File: src/rtl/trld_pkg.sv
// -----------------------------------------------------------------------------
// trld_pkg
// Types and constants of the TGA run-length pixel decoder.
// -----------------------------------------------------------------------------
`default_nettype none

package trld_pkg;

   localparam logic [7:0] RUN_FLAG   = 8'd128;
   localparam logic [7:0] RUN_BIAS   = 8'd127;
   localparam logic [2:0] WIDE_PIXEL = 3'd4;
   localparam logic [2:0] NARROW_PIXEL = 3'd3;

   // Configuration register indexes
   localparam logic [1:0] CSR_BYTES_PER_PIXEL = 2'd0;
   localparam logic [1:0] CSR_PIXEL_TOTAL     = 2'd1;

   localparam logic [2:0]  BPP_RESET   = 3'd3;
   localparam logic [31:0] TOTAL_RESET = 32'd1;

   typedef struct packed {
      logic [2:0]  bytes_per_pixel;
      logic [31:0] pixel_total;
   } trld_cfg_type;

   // Completed pixel as queued between front and back
   typedef struct packed {
      logic [7:0] byte0;
      logic [7:0] byte1;
      logic [7:0] byte2;
      logic [7:0] last_byte;
      logic       wide;
      logic [7:0] repeat_res;
      logic       image_done;
   } trld_item_type;

   // Formatted result
   typedef struct packed {
      logic [7:0] red;
      logic [7:0] green;
      logic [7:0] blue;
      logic [7:0] alpha;
      logic [7:0] repeat_res;
      logic       image_done;
   } trld_result_type;

endpackage

`default_nettype wire

File: src/rtl/trld_front.sv
// -----------------------------------------------------------------------------
// trld_front
// Packet parser: tracks headers, gathers pixel bytes and counts image pixels.
// -----------------------------------------------------------------------------
`default_nettype none

module trld_front
   import trld_pkg::*;
(
   input  wire logic          clock,
   input  wire logic          reset,
   input  wire trld_cfg_type  cfg,
   input  wire logic          accept,
   input  wire logic [7:0]    data_byte,
   output logic               item_valid,
   output trld_item_type      item
);

   logic        in_packet_ff, in_packet_in;
   logic        run_packet_ff, run_packet_in;
   logic [7:0]  left_ff, left_in;
   logic [1:0]  pos_ff, pos_in;
   logic [31:0] done_cnt_ff, done_cnt_in;
   logic [7:0]  pb_ff [3];

   logic        wide;
   logic [2:0]  size;
   logic        pixel_end;
   logic [7:0]  count;
   logic [32:0] diff;
   logic [31:0] remaining;
   logic        last;
   logic [7:0]  left_dec;

   always_comb begin
      wide      = (cfg.bytes_per_pixel == WIDE_PIXEL);
      size      = wide ? WIDE_PIXEL : NARROW_PIXEL;
      pixel_end = ({1'b0, pos_ff} + 3'd1) >= size;
      count     = run_packet_ff ? left_ff : 8'd1;
      if (count == 8'd0) begin
         count = 8'd1;
      end
      diff = {1'b0, cfg.pixel_total} - {1'b0, done_cnt_ff};
      if (!diff[32] && (diff[31:0] != 32'd0)) begin
         remaining = diff[31:0];
      end else begin
         remaining = 32'd1;
      end
      last     = (remaining[31:8] == 24'd0) && (count >= remaining[7:0]);
      left_dec = left_ff - 8'd1;

      in_packet_in  = in_packet_ff;
      run_packet_in = run_packet_ff;
      left_in       = left_ff;
      pos_in        = pos_ff;
      done_cnt_in   = done_cnt_ff;
      item_valid    = 1'b0;

      item.byte0      = pb_ff[0];
      item.byte1      = pb_ff[1];
      item.byte2      = pb_ff[2];
      item.last_byte  = data_byte;
      item.wide       = wide;
      item.repeat_res = last ? remaining[7:0] : count;
      item.image_done = last;

      if (accept) begin
         if (!in_packet_ff) begin
            // header byte opens a packet
            run_packet_in = data_byte >= RUN_FLAG;
            left_in       = (data_byte >= RUN_FLAG) ? data_byte - RUN_BIAS
                                                    : data_byte + 8'd1;
            pos_in        = 2'd0;
            in_packet_in  = 1'b1;
         end else if (!pixel_end) begin
            pos_in = pos_ff + 2'd1;
         end else begin
            item_valid = 1'b1;
            pos_in     = 2'd0;
            if (last) begin
               // image complete: drop rest of packet, expect a header
               in_packet_in  = 1'b0;
               run_packet_in = 1'b0;
               left_in       = 8'd0;
               done_cnt_in   = 32'd0;
            end else begin
               done_cnt_in = done_cnt_ff + {24'd0, count};
               if (run_packet_ff) begin
                  in_packet_in = 1'b0;
                  left_in      = 8'd0;
               end else begin
                  left_in = left_dec;
                  if (left_dec == 8'd0) begin
                     in_packet_in = 1'b0;
                  end
               end
            end
         end
      end
   end

   always_ff @(posedge clock) begin
      if (reset) begin
         in_packet_ff  <= 1'b0;
         run_packet_ff <= 1'b0;
         left_ff       <= 8'd0;
         pos_ff        <= 2'd0;
         done_cnt_ff   <= 32'd0;
      end else begin
         in_packet_ff  <= in_packet_in;
         run_packet_ff <= run_packet_in;
         left_ff       <= left_in;
         pos_ff        <= pos_in;
         done_cnt_ff   <= done_cnt_in;
      end
   end

   // pixel byte store, no reset
   always_ff @(posedge clock) begin
      if (accept && in_packet_ff && !pixel_end && (pos_ff != 2'd3)) begin
         pb_ff[pos_ff] <= data_byte;
      end
   end

endmodule

`default_nettype wire

File: src/rtl/trld_fifo.sv
// -----------------------------------------------------------------------------
// trld_fifo
// Short queue of completed pixels between parser and output stage.
// -----------------------------------------------------------------------------
`default_nettype none

module trld_fifo
   import trld_pkg::*;
#(
   parameter int DEPTH = 4
) (
   input  wire logic           clock,
   input  wire logic           reset,
   input  wire logic           wr_en,
   input  wire trld_item_type  wr_item,
   input  wire logic           rd_en,
   output trld_item_type       rd_item,
   output logic                full,
   output logic                empty
);

   localparam int PTR_W = (DEPTH > 1) ? $clog2(DEPTH) : 1;
   localparam int CNT_W = $clog2(DEPTH + 1);
   localparam logic [PTR_W-1:0] LAST_PTR = PTR_W'(DEPTH - 1);
   localparam logic [CNT_W-1:0] FULL_CNT = CNT_W'(DEPTH);

   trld_item_type    mem [DEPTH];
   logic [PTR_W-1:0] wr_ptr_ff, wr_ptr_in;
   logic [PTR_W-1:0] rd_ptr_ff, rd_ptr_in;
   logic [CNT_W-1:0] cnt_ff, cnt_in;

   always_comb begin
      full    = (cnt_ff == FULL_CNT);
      empty   = (cnt_ff == '0);
      rd_item = mem[rd_ptr_ff];

      wr_ptr_in = wr_ptr_ff;
      rd_ptr_in = rd_ptr_ff;
      cnt_in    = cnt_ff;
      if (wr_en) begin
         wr_ptr_in = (wr_ptr_ff == LAST_PTR) ? '0 : wr_ptr_ff + 1'b1;
      end
      if (rd_en) begin
         rd_ptr_in = (rd_ptr_ff == LAST_PTR) ? '0 : rd_ptr_ff + 1'b1;
      end
      if (wr_en && !rd_en) begin
         cnt_in = cnt_ff + 1'b1;
      end else if (!wr_en && rd_en) begin
         cnt_in = cnt_ff - 1'b1;
      end
   end

   always_ff @(posedge clock) begin
      if (reset) begin
         wr_ptr_ff <= '0;
         rd_ptr_ff <= '0;
         cnt_ff    <= '0;
      end else begin
         wr_ptr_ff <= wr_ptr_in;
         rd_ptr_ff <= rd_ptr_in;
         cnt_ff    <= cnt_in;
      end
   end

   always_ff @(posedge clock) begin
      if (wr_en) begin
         mem[wr_ptr_ff] <= wr_item;
      end
   end

endmodule

`default_nettype wire

File: src/rtl/trld_back.sv
// -----------------------------------------------------------------------------
// trld_back
// Output stage: swaps channels into RGB order and holds the result register.
// -----------------------------------------------------------------------------
`default_nettype none

module trld_back
   import trld_pkg::*;
(
   input  wire logic           clock,
   input  wire logic           reset,
   input  wire logic           q_empty,
   input  wire trld_item_type  q_item,
   output logic                q_pop,
   input  wire logic           out_pop,
   output logic                out_valid,
   output trld_result_type     out_result
);

   logic            valid_ff, valid_in;
   trld_result_type result_ff, result_in;

   always_comb begin
      // advance when the register is free or being taken
      q_pop    = !q_empty && (!valid_ff || out_pop);
      valid_in = valid_ff;
      if (q_pop) begin
         valid_in = 1'b1;
      end else if (out_pop) begin
         valid_in = 1'b0;
      end

      result_in.red        = q_item.wide ? q_item.byte2 : q_item.last_byte;
      result_in.green      = q_item.byte1;
      result_in.blue       = q_item.byte0;
      result_in.alpha      = q_item.wide ? q_item.last_byte : 8'd0;
      result_in.repeat_res = q_item.repeat_res;
      result_in.image_done = q_item.image_done;

      out_valid  = valid_ff;
      out_result = result_ff;
   end

   always_ff @(posedge clock) begin
      if (reset) begin
         valid_ff <= 1'b0;
      end else begin
         valid_ff <= valid_in;
      end
   end

   always_ff @(posedge clock) begin
      if (q_pop) begin
         result_ff <= result_in;
      end
   end

endmodule

`default_nettype wire

File: src/rtl/tga_rle_pixel_decoder_top.sv
// -----------------------------------------------------------------------------
// tga_rle_pixel_decoder_top
// Decodes the run-length-encoded pixel stream of a TGA image.
// -----------------------------------------------------------------------------
// Usage:
//   Input channel: one compressed byte per transaction on req_data_byte,
//   taken when req_push is high and req_full is low.
//   Result channel: one decoded pixel per transaction; the oldest result sits
//   on the rsp_ ports while rsp_empty is low and is taken with rsp_pop.
//   A run packet yields a single result with rsp_repeat_res set to its
//   length, clamped to the pixels still missing; rsp_image_done marks the
//   last pixel of the image, after which the next byte is a packet header.
//   Header bytes and non-final pixel bytes give no result.
//   Throughput: one byte per cycle while req_full is low; the parser updates
//   all of its state with each accepted byte. A completed pixel is written
//   into the queue and is loaded from there into the output register, where
//   it can be taken with rsp_pop.
//   When the receiver stalls, results collect in a QUEUE_DEPTH-entry queue
//   plus the output register; req_full rises once the queue fills.
//   Reset (synchronous) clears the parser, the queue and the output register
//   and loads bytes_per_pixel = 3, pixel_total = 1. Write the csr_ registers
//   only while the block is idle.
// -----------------------------------------------------------------------------
`default_nettype none

module tga_rle_pixel_decoder_top
   import trld_pkg::*;
#(
   parameter int QUEUE_DEPTH = 4
) (
   input  wire logic        clock,
   input  wire logic        reset,
   input  wire logic        req_push,
   output logic             req_full,
   input  wire logic [7:0]  req_data_byte,
   output logic             rsp_empty,
   input  wire logic        rsp_pop,
   output logic [7:0]       rsp_red,
   output logic [7:0]       rsp_green,
   output logic [7:0]       rsp_blue,
   output logic [7:0]       rsp_alpha,
   output logic [7:0]       rsp_repeat_res,
   output logic             rsp_image_done,
   input  wire logic        csr_write_enable,
   input  wire logic [1:0]  csr_index,
   input  wire logic [31:0] csr_data
);

   trld_cfg_type    cfg_ff, cfg_in;
   logic            accept;
   logic            item_valid;
   trld_item_type   item;
   trld_item_type   q_item;
   logic            q_full;
   logic            q_empty;
   logic            q_pop;
   logic            out_valid;
   trld_result_type out_result;

   always_comb begin
      cfg_in = cfg_ff;
      if (csr_write_enable) begin
         case (csr_index)
            CSR_BYTES_PER_PIXEL: cfg_in.bytes_per_pixel = csr_data[2:0];
            CSR_PIXEL_TOTAL:     cfg_in.pixel_total     = csr_data;
            default:             cfg_in = cfg_ff;
         endcase
      end
   end

   always_ff @(posedge clock) begin
      if (reset) begin
         cfg_ff.bytes_per_pixel <= BPP_RESET;
         cfg_ff.pixel_total     <= TOTAL_RESET;
      end else begin
         cfg_ff <= cfg_in;
      end
   end

   assign accept   = req_push && !q_full;
   assign req_full = q_full;

   trld_front u_front (
      .clock      (clock),
      .reset      (reset),
      .cfg        (cfg_ff),
      .accept     (accept),
      .data_byte  (req_data_byte),
      .item_valid (item_valid),
      .item       (item)
   );

   trld_fifo #(
      .DEPTH (QUEUE_DEPTH)
   ) u_fifo (
      .clock   (clock),
      .reset   (reset),
      .wr_en   (item_valid),
      .wr_item (item),
      .rd_en   (q_pop),
      .rd_item (q_item),
      .full    (q_full),
      .empty   (q_empty)
   );

   trld_back u_back (
      .clock      (clock),
      .reset      (reset),
      .q_empty    (q_empty),
      .q_item     (q_item),
      .q_pop      (q_pop),
      .out_pop    (rsp_pop),
      .out_valid  (out_valid),
      .out_result (out_result)
   );

   assign rsp_empty      = !out_valid;
   assign rsp_red        = out_result.red;
   assign rsp_green      = out_result.green;
   assign rsp_blue       = out_result.blue;
   assign rsp_alpha      = out_result.alpha;
   assign rsp_repeat_res = out_result.repeat_res;
   assign rsp_image_done = out_result.image_done;

endmodule

`default_nettype wire

File: config.mk
export PLATFORM = sky130hd
export DESIGN_NAME = tga_rle_pixel_decoder_top
export DESIGN_NICKNAME = d
export VERILOG_FILES = /design/src/rtl/trld_pkg.sv /design/src/rtl/trld_front.sv /design/src/rtl/trld_fifo.sv /design/src/rtl/trld_back.sv /design/src/rtl/tga_rle_pixel_decoder_top.sv
export SDC_FILE = /design/constraint.sdc
export NUM_CORES = 1
export LEC_CHECK = 0
export BUFFER_PORTS_ARGS = -buffer_cell sky130_fd_sc_hd__buf_2
export CAP_MARGIN = 5
export CORE_MARGIN = 2
export CORE_UTILIZATION = 50
export DETAILED_ROUTE_END_ITERATION = 10
export GPL_ROUTABILITY_DRIVEN = 0
export PLACE_DENSITY = 0.7
export SLEW_MARGIN = 20
export SYNTH_ARGS = -nofsm -noshare
export SYNTH_HDL_FRONTEND = slang
export SYNTH_SLANG_ARGS = --single-unit
File: constraint.sdc
create_clock -name clock -period 4.95 [get_ports clock]
set_input_delay 0.2475 -clock clock [delete_from_list [all_inputs] [get_ports clock]]
set_output_delay 0.2475 -clock clock [all_outputs]
set_load 0.03 [all_outputs]
Word level (Yosys, flattened, before mapping). Memory sizes are Yosys's and may differ from the RTL's. A register that Yosys moved wholly into a read port is not among the register bits. Cells that the tools add are included.

Output and inout port bits: 43. Bits of input ports: 47. Bits in writable memories: 192. Register bits: 128. Memories: 2. Logic and storage cells: 108.

Memories: u_fifo.mem (depth 4, bits a word 42, read ports 1, clocked after Yosys merged registers in 1, write ports 1, RTL line trld_fifo.sv:27) `trld_item_type mem [DEPTH];`; u_front.pb_ff (depth 3, bits a word 8, read ports 3, clocked after Yosys merged registers in 0, write ports 1, RTL line trld_front.sv:24) `logic [7:0] pb_ff [3];`.

Multiplexer cells: 37. Reductions and logical operators: 30. Order comparisons: 3. Add/subtract/negate cells: 11. Equal/unequal tests: 8.

Operator list (number): $mux W8 (9); $mux W32 (2); $sub A32 B32 Y33 (1); $add A32 B8 Y32 (1); $reduce_bool A32 Y1 (1); $logic_not A24 Y1 (1); $mux W1 (17); $logic_not A8 Y1 (2); $mux W2 (6); $logic_and A1 B1 Y1 (9); $mux W3 (3); $add A8 B1 Y8 const B (1); $ge A8 B8 Y1 (1); $ge A8 B8 Y1 const B (1); $sub A8 B1 Y8 const B (1); $sub A8 B7 Y8 const B (1); $logic_not A1 Y1 (7); $add A2 B1 Y2 const B (3); $eq A3 B3 Y1 const B (2); $ne A2 B2 Y1 const B (3); $reduce_and A2 Y1 (3); $reduce_and A3 Y1 (2); $eq A2 B2 Y1 const B (2); $reduce_bool A2 Y1 (2); other kinds (8) (8).

Logic depth before layout (Yosys ltp).
Depth after elaboration: 10. Depth in mapped cells: 26.

By module. From an unflattened synthesis, not the netlist that was laid out.

Cell total of the unflattened synthesis: 1233. Area, all modules: 15501.1 um^2.

By module, submodules not included: trld_fifo (sequential area each 5225.0 um^2, cells each 264, area an instance 6553.8 um^2, instances 1); trld_front (sequential area each 1601.5 um^2, cells each 753, area an instance 5931.9 um^2, instances 1); tga_rle_pixel_decoder_top (sequential area each 700.7 um^2, cells each 153, area an instance 1576.5 um^2, instances 1); trld_back (sequential area each 1251.2 um^2, cells each 63, area an instance 1438.9 um^2, instances 1).

Worst setup path before layout. OpenSTA, ideal clock, no wires.

Path type: register to register. Start: reg cfg_ff[0] (netlist bit). End: mem u_fifo.mem[0][1] (netlist bit) (data pin). Slack: 0.094 ns. Data arrival time: 4.589 ns. Period minus slack after synthesis: 4.856 ns. Cell stages (with the launch flop): 25. Cells stage by stage: dfxtp_1 -> inv_1 -> ha_1 -> fa_1 -> nand2b_1 -> a21oi_2 -> o21ai_0 -> o211ai_1 -> nand2_1 -> a211o_1 -> a2111oi_4 -> o2111ai_2 -> o211ai_1 -> ha_1 -> nand2b_1 -> a21o_1 -> a21o_1 -> a21oi_1 -> nor2b_1 -> o21ai_0 -> a21oi_1 -> o22ai_1 -> a211oi_4 -> buf_6 -> mux2_2.

RTL lines: from (decl) (RTL line tga_rle_pixel_decoder_top.sv:49) `trld_cfg_type cfg_ff, cfg_in;`; from (signal assigned) (RTL line tga_rle_pixel_decoder_top.sv:76) `cfg_ff <= cfg_in;`; to (decl) (RTL line trld_fifo.sv:27).

==> results.py <==
metrics = {
    "synthesis": {
        "ys_types": 69,
        "synth_async_sr_flop_share_pct": 0,
        "synth_seq_cells": 322,
        "yosys_most_used_dff": "edfxtp_1",
        "ys_seq_area_share_pct": 58.71,
        "synthesis.nets": 1334,
        "synth-edff-count": 233,
        "yosysWarnings": 0,
        "synth_area_um2": 14950,
        "syn_avg_cell_area_um2": 12.27,
        "syn_inst": 1219,
    },
    "global_routing": {
        "antenna_found_initial": 0,
        "grt_start_max_net_pins": 45,
        "gr-usage-all-layers_pct": 20.68,
        "grt_pass1_vias": 9933,
        "grt_overflow_total": 0,
        "grt_pass1_wl_um": 51060,
        "met3_usage_pct": 2.899,
        "met2_usage_pct": 35.82,
        "busiest_layer": "met2",
        "grt_use_met1_pct": 27.42,
    },
    "critical_path": {
        "cp.depth": 24,
        "critPathKind": "flip-flop to flip-flop",
        "critPathArrivalTime_ps": 5190,
        "crit_required_ps": 5320,
        "crit_buf_inv": 4,
        "startpoint": "u_front.done_cnt_ff[14]$_SDFFE_PP0P_",
        "cp-start-kind": "flip-flop",
        "r2r_setup_slack_ps": 130,
        "worst_setup_path_end_kind": "flip-flop",
        "rr_endpoint": "u_fifo.mem[2][3]$_DFFE_PP_",
        "reg2reg_depth": 24,
        "crit_family": "compound AO/OA/AOI/OAI gates",
        "cp_cell_sequence": "inv_1 -> ha_2 -> nand2_1 -> or3_1 -> o21ai_4 -> buf_4 -> a21oi_4 -> nor3_1 -> a2111oi_4 -> o2111ai_2 -> o21ai_1 -> or2_2 -> ha_1 -> a21o_1 -> a21o_1 -> a21oi_2 -> nor2b_1 -> o21ai_1 -> a21oi_1 -> o22ai_2 -> a211oi_4 -> buf_6 -> mux2i_2 -> buf_4",
        "critPathSlowestCell": "a211oi_4",
        "slowest_delay_ps": 400,
        "cp_max_fo": 7,
        "rr_startpoint": "u_front.done_cnt_ff[14]$_SDFFE_PP0P_",
        "cp-endpoint": "u_fifo.mem[2][3]$_DFFE_PP_",
    },
    "floorplanning": {
        "coreArea_um2": 29560,
        "die_y_um": 176.9,
        "row_count": 63,
        "top_level_ports": 90,
        "die_width_um": 176.9,
        "die_area_um2": 31310,
        "start_util_pct": 50.59,
    },
    "routing": {
        "viasPerCell": 5.472,
        "drc": 0,
        "post_drt_wl_per_cell_um": 17.44,
        "drt-pass1-iter-count": 5,
        "antenna_left": 0,
        "routed_wl_um": 32310,
        "vias": 10130,
        "drtIter0Drc": 658,
    },
    "worst_hold_path": {
        "hp-class": "primary input to flip-flop",
        "hold_depth": 4,
    },
    "finish": {
        "final_cell_mix": "edfxtp_1, nand2_1, buf_4, buf_2, a21oi_1",
        "drive_above_1_share_pct": 26.74,
        "nets": 1552,
        "area_growth_pct": 22.66,
        "instances_no_fill": 1852,
        "final_common_cell": "edfxtp_1",
        "n_antenna_cell": 0,
    },
    "timing": {
        "hold_ws_ps": 48.88,
        "timing.final.hold_violations": 0,
        "grt_setup_unrepaired": "true",
        "fin_crit_ps": 4815,
        "max_freq_mhz": 207.7,
        "drv_slew": 0,
        "max_slew_margin_pct": 37.36,
        "setup_ws_ps": 135.0,
        "tightestPinTransition_ps": 939.5,
        "skew_ps": 24.55,
        "period_share_pct": 97.27,
        "setup_viol": 0,
    },
    "clock_tree": {
        "cts.clk_slew.worst_paths_ps": 60,
        "clock_path_buffers": 3,
        "clk_latency_ps": 520,
        "clock-sinks": 322,
        "cts_tree": "done",
        "htree_levels": 2,
        "cts_buffers": 34,
        "cts_root_buf": "clkbuf_16",
    },
    "placed_design": {
        "place_inst": 1749,
        "dpl.hpwl_um": 21530,
        "io_buffers": 89,
        "preCtsSetupSlack_ps": -256.5,
    },
    "run_status": {
        "status": "finished clean",
    },
    "flow_run": {
        "cap_violations": 0,
    },
    "power": {
        "power_mw": 7.887,
        "peakVddDrop_v": 0.0002776,
        "p_per_area_nw_per_um2": 430.0,
        "p_leak_nw": 6.791,
    },
}
==> synth_stat cells, drive strengths merged, types with 4 or more instances <==
library cell | count | area (µm²)
nand3b | 6 | 45.04
o21a | 4 | 30.03
nand3 | 19 | 110.1
a211oi | 7 | 65.06
nand2b | 16 | 100.1
a21o | 10 | 75.07
nor2 | 74 | 277.8
o21ai | 53 | 276.5
buf | 20 | 120.1
nor3 | 20 | 100.1
mux2i | 9 | 90.09
mux2 | 10 | 112.6
o21bai | 7 | 52.55
and3 | 7 | 43.79
and2 | 19 | 118.9
xor2 | 14 | 122.6
o211ai | 9 | 67.56
a32o | 4 | 40.04
nor4 | 7 | 43.79
and4 | 5 | 43.79
edfxtp | 233 | 6997
xnor2 | 44 | 385.4
ha | 65 | 813.3
mux4 | 42 | 945.9
nand2 | 142 | 533.0
or2 | 5 | 31.28
nand4 | 17 | 106.4
o31ai | 5 | 42.54
a21oi | 102 | 521.8
clkbuf | 32 | 122.6
dfxtp | 89 | 1782
or3 | 11 | 68.82
a31oi | 4 | 25.02
inv | 66 | 247.7
nor2b | 9 | 56.30
==> worst min-delay path: cells and delay by family <==
| family | cells | cell delay, ps |
|---|---|---|
| compound gates | 1 | 50 |
| simple gates | 1 | 70 |
| buf+inv | 2 | 130 |
==> per-stage QoR <==
stage	utilization [%]	setup TNS [ps]	instance area, µm²
after detailed placement	55.73	-13590	16470
after floorplan	-	0	14950
after global placement	55.73	-6340	16470
after global routing	62.05	-8953	18340
after CTS	60.62	0	17920
final	62.05	0	18340
==> cells by family (layout without fill, tap and decap cells) <==
family | after synthesis | in the layout | share of synthesized area [%]
multiplexers | 61 | 61 | 7.681
buffers and inverters | 119 | 362 | 3.305
adder cells (fa/ha/maj) | 68 | 68 | 5.841
XOR/XNOR | 58 | 58 | 3.397
AO/OA/AOI/OAI | 228 | 228 | 9.531
AND/OR/NAND/NOR | 363 | 363 | 11.54
flip-flops | 322 | 322 | 58.71
==> final cells by class <==
cell class	count	area, µm²
Clock buffer	41	888.4
Clock inverter	20	180.2
Fill cell	2232	11220
Inverter	67	251.5
Multi-Input combinational cell	778	6082
Sequential cell	322	8785
Tap cell	390	488.0
Timing Repair Buffer	234	1667
==> worst min-delay path by stage <==
| stage | startpoint | to | slack (ps) |
|---|---|---|---|
| floorplan | req_data_byte[0] | u_fifo.mem[0][10]$_DFFE_PP_ | 350 |
| global placement | cfg_ff[14]$_SDFFE_PP0P_ | cfg_ff[14]$_SDFFE_PP0P_ | 450 |
| detailed placement | cfg_ff[26]$_SDFFE_PP0P_ | cfg_ff[26]$_SDFFE_PP0P_ | 450 |
| CTS | rsp_pop | u_back.out_valid$_SDFFE_PP0P_ | 30 |
| global route | req_data_byte[7] | u_fifo.mem[2][17]$_DFFE_PP_ | 50 |
| finish | rsp_pop | u_back.out_valid$_SDFFE_PP0P_ | 50 |
==> metal layers <==
| layer | vias to the layer above | wire length (µm) |
|---|---|---|
| li1 | 4919 | - |
| met1 | 4934 | 14450 |
| met2 | 237 | 15880 |
| met3 | 44 | 1390 |
| met4 | 0 | 578 |
| met5 | - | 0 |
==> sequential cells by signal, indices dropped and copies added, names as in the netlist, named ones only <==
name	flops
u_front.left_ff	8
u_front.run_packet_ff	1
u_front.pos_ff	2
u_fifo.wr_ptr_ff	2
u_front.pb_ff	24
u_fifo.mem	168
u_fifo.rd_ptr_ff	2
u_back.out_valid	1
u_fifo.cnt_ff	3
u_front.done_cnt_ff	32
cfg_ff	35
u_front.in_packet_ff	1
u_back.out_result	41
==> where the power goes <==
part           total, mW  switching [mW]  internal [mW]
Sequential          3.39           0.151           3.24
Combinational       2.07            1.23          0.843
Clock               2.43            1.03           1.40
==> repair_timing <==
action                                  in CTS  in global routing
resized for setup                           12                 70
endpoints found under the setup margin      78                 78
hold buffers                                32                  0
pin swaps                                    8                 25
endpoints found under the hold margin       34                  0
buffers inserted                             2                  9
Note: power is estimated with default switching activity, not from simulation.
